### src/rtl/b2a_pkg.sv
// Shared constants and the BCD adjust function of the binary to ASCII decimal converter.
package b2a_pkg;

	// Width of the binary input field.
	localparam int NUMBER_W = 40;

	// Decimal digits needed to hold any 40-bit value, and their packed width.
	localparam int BCD_NIBBLES = 13;
	localparam int BCD_W       = 4 * BCD_NIBBLES;

	// Width of the conversion step counter (counts up to NUMBER_W).
	localparam int STEP_W = 6;

	// Width of one emitted character code.
	localparam int CODE_W = 6;

	// Character codes.
	localparam logic [CODE_W-1:0] ASCII_ZERO = 6'h30;
	localparam logic [CODE_W-1:0] TERMINATOR = 6'h00;

	// Depth of the queue between front and back.
	localparam int QUEUE_DEPTH = 2;
	localparam int QPTR_W      = (QUEUE_DEPTH > 1) ? $clog2(QUEUE_DEPTH) : 1;
	localparam int QCNT_W      = $clog2(QUEUE_DEPTH + 1);

	// Add three to every nibble of five or more, ahead of the next shift.
	function automatic logic [BCD_W-1:0] bcd_adjust(input logic [BCD_W-1:0] v);
		logic [BCD_W-1:0] r;
		r = v;
		for (int i = 0; i < BCD_NIBBLES; i++) begin
			if (v[4*i +: 4] >= 4'd5) begin
				r[4*i +: 4] = v[4*i +: 4] + 4'd3;
			end
		end
		return r;
	endfunction

endpackage

### src/rtl/b2a_front.sv
// Front part: accepts a request and converts it to packed BCD by double dabble.
module b2a_front #(
	parameter int DIGIT_COUNT = 12
) (
	input  logic                                clk,
	input  logic                                arst_n,
	input  logic                                start,
	output logic                                busy,
	input  logic [b2a_pkg::NUMBER_W-1:0]        number,
	output logic                                push_valid,
	input  logic                                push_ready,
	output logic [4*DIGIT_COUNT-1:0]            push_digits
);

	localparam logic [1:0] ST_IDLE = 2'd0;
	localparam logic [1:0] ST_CONV = 2'd1;
	localparam logic [1:0] ST_HOLD = 2'd2;

	logic [1:0]                     state_q;
	logic [b2a_pkg::STEP_W-1:0]     step_q;
	logic [b2a_pkg::NUMBER_W-1:0]   shift_q;
	logic [b2a_pkg::BCD_W-1:0]      bcd_q;
	logic [b2a_pkg::BCD_W-1:0]      bcd_adj;
	logic                           last_step;

	// Only the lowest digits are passed on, which also takes the value modulo 10^DIGIT_COUNT.
	assign busy        = (state_q != ST_IDLE);
	assign push_valid  = (state_q == ST_HOLD);
	assign push_digits = bcd_q[4*DIGIT_COUNT-1:0];
	assign bcd_adj     = b2a_pkg::bcd_adjust(bcd_q);
	assign last_step   = (step_q == b2a_pkg::STEP_W'(b2a_pkg::NUMBER_W - 1));

	// Control sequence: idle, one step per input bit, then hold until the queue takes it.
	always_ff @(posedge clk or negedge arst_n) begin
		if (!arst_n) begin
			state_q <= ST_IDLE;
			step_q  <= '0;
		end else begin
			case (state_q)
				ST_IDLE: begin
					if (start) begin
						state_q <= ST_CONV;
						step_q  <= '0;
					end
				end
				ST_CONV: begin
					step_q <= step_q + 1'b1;
					if (last_step) begin
						state_q <= ST_HOLD;
					end
				end
				ST_HOLD: begin
					if (push_ready) begin
						state_q <= ST_IDLE;
					end
				end
				default: begin
					state_q <= ST_IDLE;
				end
			endcase
		end
	end

	// Datapath: load the number, then adjust and shift one bit into the BCD word per step.
	always_ff @(posedge clk) begin
		if (state_q == ST_IDLE && start) begin
			shift_q <= number;
			bcd_q   <= '0;
		end else if (state_q == ST_CONV) begin
			shift_q <= {shift_q[b2a_pkg::NUMBER_W-2:0], 1'b0};
			bcd_q   <= {bcd_adj[b2a_pkg::BCD_W-2:0], shift_q[b2a_pkg::NUMBER_W-1]};
		end
	end

endmodule

### src/rtl/b2a_queue.sv
// Short queue of converted digit words between the front and the back.
module b2a_queue #(
	parameter int WIDTH = 48
) (
	input  logic             clk,
	input  logic             arst_n,
	input  logic             wr_valid,
	output logic             wr_ready,
	input  logic [WIDTH-1:0] wr_data,
	output logic             rd_valid,
	input  logic             rd_ready,
	output logic [WIDTH-1:0] rd_data
);

	logic [WIDTH-1:0]            entries_q [b2a_pkg::QUEUE_DEPTH];
	logic [b2a_pkg::QPTR_W-1:0]  wr_ptr_q;
	logic [b2a_pkg::QPTR_W-1:0]  rd_ptr_q;
	logic [b2a_pkg::QCNT_W-1:0]  count_q;
	logic                        do_wr;
	logic                        do_rd;

	assign wr_ready = (count_q != b2a_pkg::QCNT_W'(b2a_pkg::QUEUE_DEPTH));
	assign rd_valid = (count_q != '0);
	assign rd_data  = entries_q[rd_ptr_q];
	assign do_wr    = wr_valid && wr_ready;
	assign do_rd    = rd_valid && rd_ready;

	// Pointers and fill count.
	always_ff @(posedge clk or negedge arst_n) begin
		if (!arst_n) begin
			wr_ptr_q <= '0;
			rd_ptr_q <= '0;
			count_q  <= '0;
		end else begin
			if (do_wr) begin
				if (wr_ptr_q == b2a_pkg::QPTR_W'(b2a_pkg::QUEUE_DEPTH - 1)) begin
					wr_ptr_q <= '0;
				end else begin
					wr_ptr_q <= wr_ptr_q + 1'b1;
				end
			end
			if (do_rd) begin
				if (rd_ptr_q == b2a_pkg::QPTR_W'(b2a_pkg::QUEUE_DEPTH - 1)) begin
					rd_ptr_q <= '0;
				end else begin
					rd_ptr_q <= rd_ptr_q + 1'b1;
				end
			end
			if (do_wr && !do_rd) begin
				count_q <= count_q + 1'b1;
			end else if (do_rd && !do_wr) begin
				count_q <= count_q - 1'b1;
			end
		end
	end

	// Storage.
	always_ff @(posedge clk) begin
		if (do_wr) begin
			entries_q[wr_ptr_q] <= wr_data;
		end
	end

endmodule

### src/rtl/b2a_back.sv
// Back part: emits the queued digits as ASCII characters, then the terminator.
module b2a_back #(
	parameter int DIGIT_COUNT = 12
) (
	input  logic                          clk,
	input  logic                          arst_n,
	input  logic                          pop_valid,
	output logic                          pop_ready,
	input  logic [4*DIGIT_COUNT-1:0]      pop_digits,
	output logic                          strobe,
	output logic [b2a_pkg::CODE_W-1:0]    char_code,
	output logic                          last
);

	localparam int IDX_W = $clog2(DIGIT_COUNT + 1);

	logic                          emitting_q;
	logic [IDX_W-1:0]              idx_q;
	logic [4*DIGIT_COUNT-1:0]      digits_q;
	logic                          strobe_q;
	logic                          last_q;
	logic [b2a_pkg::CODE_W-1:0]    code_q;
	logic                          at_term;

	assign pop_ready = !emitting_q;
	assign at_term   = (idx_q == IDX_W'(DIGIT_COUNT));
	assign strobe    = strobe_q;
	assign last      = last_q;
	assign char_code = code_q;

	// Emit sequence: one character per cycle, the terminator after the last digit.
	always_ff @(posedge clk or negedge arst_n) begin
		if (!arst_n) begin
			emitting_q <= 1'b0;
			idx_q      <= '0;
			strobe_q   <= 1'b0;
			last_q     <= 1'b0;
		end else begin
			strobe_q <= emitting_q;
			last_q   <= emitting_q && at_term;
			if (emitting_q) begin
				idx_q <= idx_q + 1'b1;
				if (at_term) begin
					emitting_q <= 1'b0;
				end
			end else if (pop_valid) begin
				emitting_q <= 1'b1;
				idx_q      <= '0;
			end
		end
	end

	// Digit word and character register; the most significant nibble goes out first.
	always_ff @(posedge clk) begin
		if (emitting_q) begin
			digits_q <= digits_q << 4;
			if (at_term) begin
				code_q <= b2a_pkg::TERMINATOR;
			end else begin
				code_q <= b2a_pkg::ASCII_ZERO + {2'b00, digits_q[4*DIGIT_COUNT-1 -: 4]};
			end
		end else if (pop_valid) begin
			digits_q <= pop_digits;
		end
	end

endmodule

### src/rtl/binary_to_ascii_decimal_digits_top.sv
// Top level of the binary to ASCII decimal digit converter.
//
// A request is a 40-bit unsigned number on number, taken at a clock edge where
// start is high and busy is low. For each request the block emits DIGIT_COUNT
// ASCII digits ('0' to '9') of the number modulo 10^DIGIT_COUNT, most
// significant first with leading zeros, and then a zero terminator marked by
// last. Each character is on char_code for one cycle with strobe high.
// The front converts by double dabble, one input bit per cycle, and stays busy
// through the shift steps and until the short queue takes the BCD word, so it
// takes no new request before it is through with the last one. The back drains
// the queue on its own and takes a new word only once it has emitted the last.
// The receiver cannot stall; results are simply presented once.
// Reset clears the control state and the queue; no clearing pass is needed.
module binary_to_ascii_decimal_digits_top #(
	parameter int DIGIT_COUNT = 12
) (
	input  logic                              clk,
	input  logic                              arst_n,
	input  logic                              start,
	output logic                              busy,
	input  logic [b2a_pkg::NUMBER_W-1:0]      number,
	output logic                              strobe,
	output logic [b2a_pkg::CODE_W-1:0]        char_code,
	output logic                              last
);

	logic                         push_valid;
	logic                         push_ready;
	logic [4*DIGIT_COUNT-1:0]     push_digits;
	logic                         pop_valid;
	logic                         pop_ready;
	logic [4*DIGIT_COUNT-1:0]     pop_digits;

	// Conversion front.
	b2a_front #(
		.DIGIT_COUNT (DIGIT_COUNT)
	) u_front (
		.clk         (clk),
		.arst_n      (arst_n),
		.start       (start),
		.busy        (busy),
		.number      (number),
		.push_valid  (push_valid),
		.push_ready  (push_ready),
		.push_digits (push_digits)
	);

	// Queue of converted words.
	b2a_queue #(
		.WIDTH (4 * DIGIT_COUNT)
	) u_queue (
		.clk      (clk),
		.arst_n   (arst_n),
		.wr_valid (push_valid),
		.wr_ready (push_ready),
		.wr_data  (push_digits),
		.rd_valid (pop_valid),
		.rd_ready (pop_ready),
		.rd_data  (pop_digits)
	);

	// Character emitter.
	b2a_back #(
		.DIGIT_COUNT (DIGIT_COUNT)
	) u_back (
		.clk        (clk),
		.arst_n     (arst_n),
		.pop_valid  (pop_valid),
		.pop_ready  (pop_ready),
		.pop_digits (pop_digits),
		.strobe     (strobe),
		.char_code  (char_code),
		.last       (last)
	);

	// An accepted request keeps the front busy in the next cycle.
	assert property (@(posedge clk) disable iff (!arst_n) (start && !busy) |=> busy)
		else $error("front not busy after accepting a request");

	// The last mark only ever comes with a strobe, and carries the terminator.
	assert property (@(posedge clk) disable iff (!arst_n)
		last |-> (strobe && char_code == b2a_pkg::TERMINATOR))
		else $error("last without strobe or with a non-terminator code");

	// Every other strobed character is a decimal digit.
	assert property (@(posedge clk) disable iff (!arst_n)
		(strobe && !last) |-> (char_code >= b2a_pkg::ASCII_ZERO &&
			char_code <= b2a_pkg::ASCII_ZERO + 6'd9))
		else $error("emitted character is not a decimal digit");

	// The back never pops while it is still emitting a word.
	assert property (@(posedge clk) disable iff (!arst_n)
		(pop_valid && pop_ready) |=> !pop_ready)
		else $error("back accepted a second word while emitting");

endmodule

### config.mk
export PLATFORM = sky130hd
export DESIGN_NAME = binary_to_ascii_decimal_digits_top
export DESIGN_NICKNAME = d
export VERILOG_FILES = /design/src/rtl/b2a_pkg.sv /design/src/rtl/b2a_front.sv /design/src/rtl/b2a_queue.sv /design/src/rtl/b2a_back.sv /design/src/rtl/binary_to_ascii_decimal_digits_top.sv
export SDC_FILE = /design/constraint.sdc
export NUM_CORES = 1
export LEC_CHECK = 0
export BUFFER_PORTS_ARGS = -buffer_cell sky130_fd_sc_hd__buf_2
export CAP_MARGIN = 20
export CORE_MARGIN = 1
export CORE_UTILIZATION = 61
export CTS_BUF_LIST = sky130_fd_sc_hd__clkbuf_16
export DETAILED_ROUTE_END_ITERATION = 16
export GPL_TIMING_DRIVEN = 0
export PLACE_DENSITY = 0.79
export SLEW_MARGIN = 25
export SYNTH_ARGS = -nofsm -noshare
export SYNTH_HDL_FRONTEND = slang
export SYNTH_SLANG_ARGS = --single-unit
### constraint.sdc
create_clock -name clk -period 3.9 [get_ports clk]
set_input_delay 0.39 -clock clk [delete_from_list [all_inputs] [get_ports clk]]
set_output_delay 0.39 -clock clk [all_outputs]
set_load 0.01 [all_outputs]
[After elaboration in Yosys (flattened, before gate mapping)]
Memory sizes are Yosys's and may differ from the RTL's.
Index checks and enable logic that the tools add are counted.
W data, S select, Z words.
Storage, ports and cells
  flip-flop bits (word level): 165
  ROM bits: 0
  logic and storage cells: 108
  output and inout bits: 9
  latch bits: 0
  bits in writable memories: 96
  bits of input ports: 43
  memories: 1
Memories
  u_queue.entries_q: words 2, width 48, read ports 1, clocked after Yosys merged registers in 0, wr ports 1, RTL line b2a_queue.sv:15  | logic [WIDTH-1:0] entries_q [b2a_pkg::QUEUE_DEPTH];
Operators by class
  $add $sub $neg: 20
  multiply operators: 0
  shift-type cells: 0
  eq/ne operators: 8
  divide/modulo/power cells: 0
  bitwise operators: 0
  order comparisons: 13
  multiplexer cells: 34
  reduce and logical (&&, ||, !) cells: 18
Operator list (number)
  $mux W48: 2
  $mux W40: 2
  $mux W4: 14
  $ge A4 B3 Y1 const B: 13
  $add A4 B2 Y4 const B: 12
  $pmux W6 S2: 1
  $reduce_bool A2 Y1: 6
  $mux W2: 5
  $mux W1: 7
  $add A5 B5 Y6 const A: 1
  $add A6 B1 Y6 const B: 1
  $eq A6 B6 Y1 const B: 1
  $logic_and A1 B1 Y1: 6
  $mux W6: 1
  $ne A2 B2 Y1 const B: 3
  $pmux W2 S3: 1
  $add A4 B1 Y4 const B: 1
  $eq A4 B4 Y1 const B: 1
  $add A3 B2 Y3 const B: 1
  $logic_not A1 Y1: 3
  $mux W3: 1
  $reduce_and A3 Y1: 1
  $add A1 B1 Y1 const B: 2
  $add A2 B1 Y2 const B: 1
  6 further kinds: 6

[Depth between registers and ports, before layout]
  depth after elaboration: 6
  depth in mapped cells: 7
  mapped depth without buffers: 6

[Cells and area by module]
Synthesis repeated with hierarchy kept, for this count alone.
Unflattened totals
  cell total of the unflattened synthesis: 827
  area total of the unflattened synthesis: 10762.8 um2
Modules (own cells, without submodules)
  b2a_front: times used 1, cells each 504, area each 4624.4 um2
  b2a_queue: times used 1, cells each 167, area each 3703.6 um2
  b2a_back: times used 1, cells each 156, area each 2434.8 um2

[Worst setup path after synthesis]
OpenSTA, ideal clock, no wires.
  path kind: flip-flop to flip-flop
  start: register u_front.state_q[0]
  end: memory u_queue.entries_q[0][0], enable pin
  buffers on the path: 0
  arrival time: 2.952 ns
  stages on the path, launching flop included: 4
  required time: 3.441 ns
  clock period less this slack: 3.412 ns
  setup slack: 0.488 ns
  cells stage by stage: dfrtp_1 -> nand2b_1 -> nor2b_1 -> nor2b_1
On the way
  cells in the longest elaborated chain, start to end: 4
RTL lines
  start: declaration: RTL line b2a_front.sv:19  | logic [1:0] state_q;
  start signal: assignment: RTL line b2a_front.sv:36  | state_q <= ST_IDLE;
  start signal: assignment: RTL line b2a_front.sv:42  | state_q <= ST_CONV;
  start signal: assignment: RTL line b2a_front.sv:49  | state_q <= ST_HOLD;
  $eq A2 B2 Y1: RTL line b2a_front.sv:28  | assign push_valid = (state_q == ST_HOLD);
  $logic_and A1 B1 Y1: RTL line b2a_queue.sv:25  | assign do_wr = wr_valid && wr_ready;
  net u_queue.do_wr: RTL line b2a_queue.sv:19  | logic do_wr;
  $mux W1: RTL line b2a_queue.sv:59  | if (do_wr) begin
  $mux W1 (implied by the code): RTL line b2a_queue.sv:60  | entries_q[wr_ptr_q] <= wr_data;
  end: declaration: RTL line b2a_queue.sv:15
The timed path passes the listed nets, and every way through them passes these cells.

[Final worst setup path]
  start: register u_back.emitting_q
  end: register u_back.digits_q[14], enable pin
On the way
  cells in the longest elaborated chain, start to end: 1
RTL lines
  start: declaration: RTL line b2a_back.sv:17  | logic emitting_q;
  start signal: assignment: RTL line b2a_back.sv:34  | emitting_q <= 1'b0;
  start signal: assignment: RTL line b2a_back.sv:44  | emitting_q <= 1'b0;
  start signal: assignment: RTL line b2a_back.sv:47  | emitting_q <= 1'b1;
  $reduce_bool A2 Y1 (no line)
  end signal: assignment: RTL line b2a_back.sv:56  | digits_q <= digits_q << 4;
  end signal: assignment: RTL line b2a_back.sv:63  | digits_q <= pop_digits;
  end: declaration: RTL line b2a_back.sv:19  | logic [4*DIGIT_COUNT-1:0] digits_q;
No other way between the ends.
A chain may end at the register's enable or synchronous reset.

==> results by group <==
Status
  – Status: complete, no violations

STA
  – Layout Skew: 9.76 ps
  – Worst slew margin: 36.4%
  – Slew Limit Fails: 0
  – Fmax: just over 400 MHz
  – RSZ-0062 raised after global routing: false
  – Min cycle time layout: 2410 ps
  – Hold Violations, Final: 0
  – Final period util: 61.7%
  – Least-Margin Pin Slew: 947 ps
  – Final setup fails: 0

Clocking
  – CTS clk-pin slew, worst paths: 60 ps
  – CTS tree: built
  – Clock Tree Root: clkbuf_16
  – Sinks on Clock Net: roughly 260
  – Clk_lat worst skew: 520 ps
  – CTS Buf Count: 26
  – Clock Path Buffers: 3
  – Htree depth: 1
  – Buffer count from post-CTS setup fixing: 0

Detailed routing
  – Routed len/inst: 17.4 um
  – Via density: 5.68
  – # DRC: 0
  – Routed Antenna Nets: 0
  – Pre-antenna DRT Iters: 5
  – Initial DRC Count: 481
  – Routed via count: 6749
  – Final wirelength: 20700 um

Yosys
  – Warnings, synthesis: 0
  – Post-synth EDFFs: 185
  – Asr flop ratio synth: 7.42%
  – Mapped Area: 0.0105 sq mm
  – Sequential fraction of the synthesis area: between 60% and 70%
  – Syn Nets: 936
  – Mapped Avg Cell Area: 12.2 sq um
  – Netlist cell types: 36
  – Top FF cell, synth: edfxtp_1
  – Register bit total from synthesis: 256
  – Gate Count Post-Synth: 865

Layout
  – Share of cells above drive strength 1: 13.4%
  – Filler instances: 1138
  – P&R area growth vs syn: 14.4%
  – Final net count: 1020
  – Antenna diodes: 0
  – Post-route cell area: ~0.012 sq mm
  – Layout Cells excl Fill: 1189
  – Commonest cells after routing, fill and taps aside: 185 x edfxtp_1, 184 x nand2_1, 103 x o21ai_0
  – Most common cell after layout, fill and taps aside: edfxtp_1

Critical path
  – Worst-case reg-to-reg path depth: 3
  – Required time worst endpoint: 4160 ps
  – WS Path Type: reg2reg
  – Worst R2R End: u_back.digits_q[14]
  – Slowest-stage cell, CP: nor3_1
  – Delay-heaviest family, CP: simple AND/OR/NAND/NOR gates
  – R2r startpoint: u_back.emitting_q
  – Critical Path AT: 2670 ps
  – Crit-path cells: nor3_1 -> inv_2 -> buf_16
  – Crit-path max cell delay: 820 ps
  – Worst Path Buf+Inv: 2
  – Maximum fanout along the worst path: 25
  – CP endpoint kind: flip-flop
  – Startpoint Class: flip-flop
  – R2R Setup Slk: 1490 ps

Power
  – VDD IR-drop max: approximately 390 uV
  – Part of the power in the clock network: 32.5%
  – Lkg Pwr: around 5.0 nW
  – Sw frac: 26.8%
  – Total power: a little under 8 mW
  – Sequential power share: 51.2%
  – Internal: between 5 and 6 mW
  – Psw: ~2.1 mW
  – Comb power frac: 16.3%
  – Pwr dens: approximately 640 mW/mm^2

Min path
  – Hold depth: 3
  – WHS Endpoint: u_front.shift_q[26]
  – Hold/Removal Path Class: in2reg
  – Hold Crit Start: number[26]

Floorplan
  – Starting Density: 63.1%
  – Num rows: 47
  – DIE AREA: between 0.015 and 0.02 sq mm
  – Boundary Pins: 52
  – Die H: between 100 and 150 um
  – Core area: 0.0167 sq mm
  – Die Span X: about 130 um

Job
  – Max cap viols: 0

Place
  – Routability cong.: around 0.76
  – Placed cells: 1140
  – Area after DPL: around 0.011 sq mm
  – Detail Placement HPWL: ~13000 um
  – Buffers on Ports: about 50

Global routing
  – Initial antenna violation count: 0
  – Pin count of the biggest net entering global routing: 49
  – Vias in the first global route: 6649
  – First-pass GRT wire length: 33300 um
  – Grt total ovfl: 0
  – GRT Overall Usage: 24.3%
==> flip-flops by register name (all words and copies together) (netlist names), 2 cells and up <==
register	flops
u_front.state_q	2
u_front.step_q	6
u_front.shift_q	40
u_queue.count_q	2
u_back.digits_q	48
u_queue.entries_q	96
u_front.bcd_q	48
u_back.idx_q	4
u_back.char_code	5
==> per-stage QoR <==
step	setup TNS, ps	utilization [%]	hold slack (ps)	setup WS, ps
2_1_floorplan	0	-	94.4	488
3_3_place_gp	-51940	66.3	366	-1090
3_5_place_dp	0	66.9	369	1460
4_1_cts	0	72.2	115	1370
5_1_grt	0	72.2	125	1240
6_report	0	72.2	130	1490
==> worst reg2reg max path, delay by kind of cell, from the launching register on <==
family / cells / cell delay [ps]
buffers and inverters: 2 / 810
DFF: 1 / 510
and+or+nand+nor: 1 / 830
==> metal layers <==
metal	track usage [%]	up-vias	part of all wire (%)	routed length [um]
met3	3.31	29	7.0	1450
met4	7.07	0	1.5	301
met1	32.8	3232	43	8860
met5	0	-	0	0
li1	-	3222	-	-
met2	41.4	266	49	10100
==> cell families (layout without fill, tap and decap cells) <==
group                    count (synthesis)  after routing  share of synthesized area, %
XOR/XNOR                                26             26                          2.16
multiplexers                            61             61                          5.94
AND/OR/NAND/NOR                        276            276                          11.2
buffers and inverters                   72            176                          2.92
adder cells (fa/ha/maj)                 28             28                          3.32
AO/OA/AOI/OAI                          146            146                          7.38
flip-flops                             256            256                          67.1
==> final cells by class <==
class,count,area (sq um),area share [%]
clock inverter,21,198,1.64
multi-input combinational,537,3170,26.3
timing repair buffer,56,355,2.95
tap,220,275,2.28
clock buffer,27,676,5.61
inverter,30,113,0.934
buffer,42,195,1.62
sequential,256,7070,58.7
==> how the worst max path moves through the flow <==
stage | slack [ps] | depth (start not counted) | startpoint | to
2_1_floorplan | 490 | 3 | u_front.state_q[0] | u_queue.entries_q[0][0]
3_3_place_gp | -1090 | 3 | u_queue.count_q[0] | u_queue.entries_q[0][39]
3_5_place_dp | 1460 | 3 | u_back.emitting_q | u_back.digits_q[36]
4_1_cts | 1370 | 3 | u_back.emitting_q | u_back.digits_q[14]
5_1_grt | 1240 | 3 | u_back.emitting_q | u_back.digits_q[14]
6_report | 1490 | 3 | u_back.emitting_q | u_back.digits_q[14]
==> cells in the mapped netlist, types with 14 or more instances <==
cell type / number / area (sq um)
nand2b_1: 15 / 93.8
nand2_1: 184 / 691
a21oi_1: 26 / 130
buf_2: 15 / 75.1
nand3_1: 40 / 200
clkbuf_1: 20 / 75.1
inv_1: 30 / 113
dfrtp_1: 19 / 475
nor2_1: 19 / 71.3
mux2i_1: 49 / 490
o21ai_0: 103 / 515
ha_1: 28 / 350
dfxtp_1: 52 / 1040
xnor2_1: 14 / 123
edfxtp_1: 185 / 5560
==> power by group through the flow <==
stage,combinational [mW],sequential (mW),clock (mW)
global route,1.43,4.01,2.64
CTS,1.26,3.94,2.53
floorplan,0.977,3.84,0
finish,1.26,3.95,2.51
global placement,1.17,3.95,0
detailed placement,1.23,3.99,0
==> repair_timing <==
item,in CTS,in global routing
gates resized for setup,0,0
hold buffers,1,0
hold endpoints to repair,19,0
Note: power is estimated with default switching activity, not from simulation.
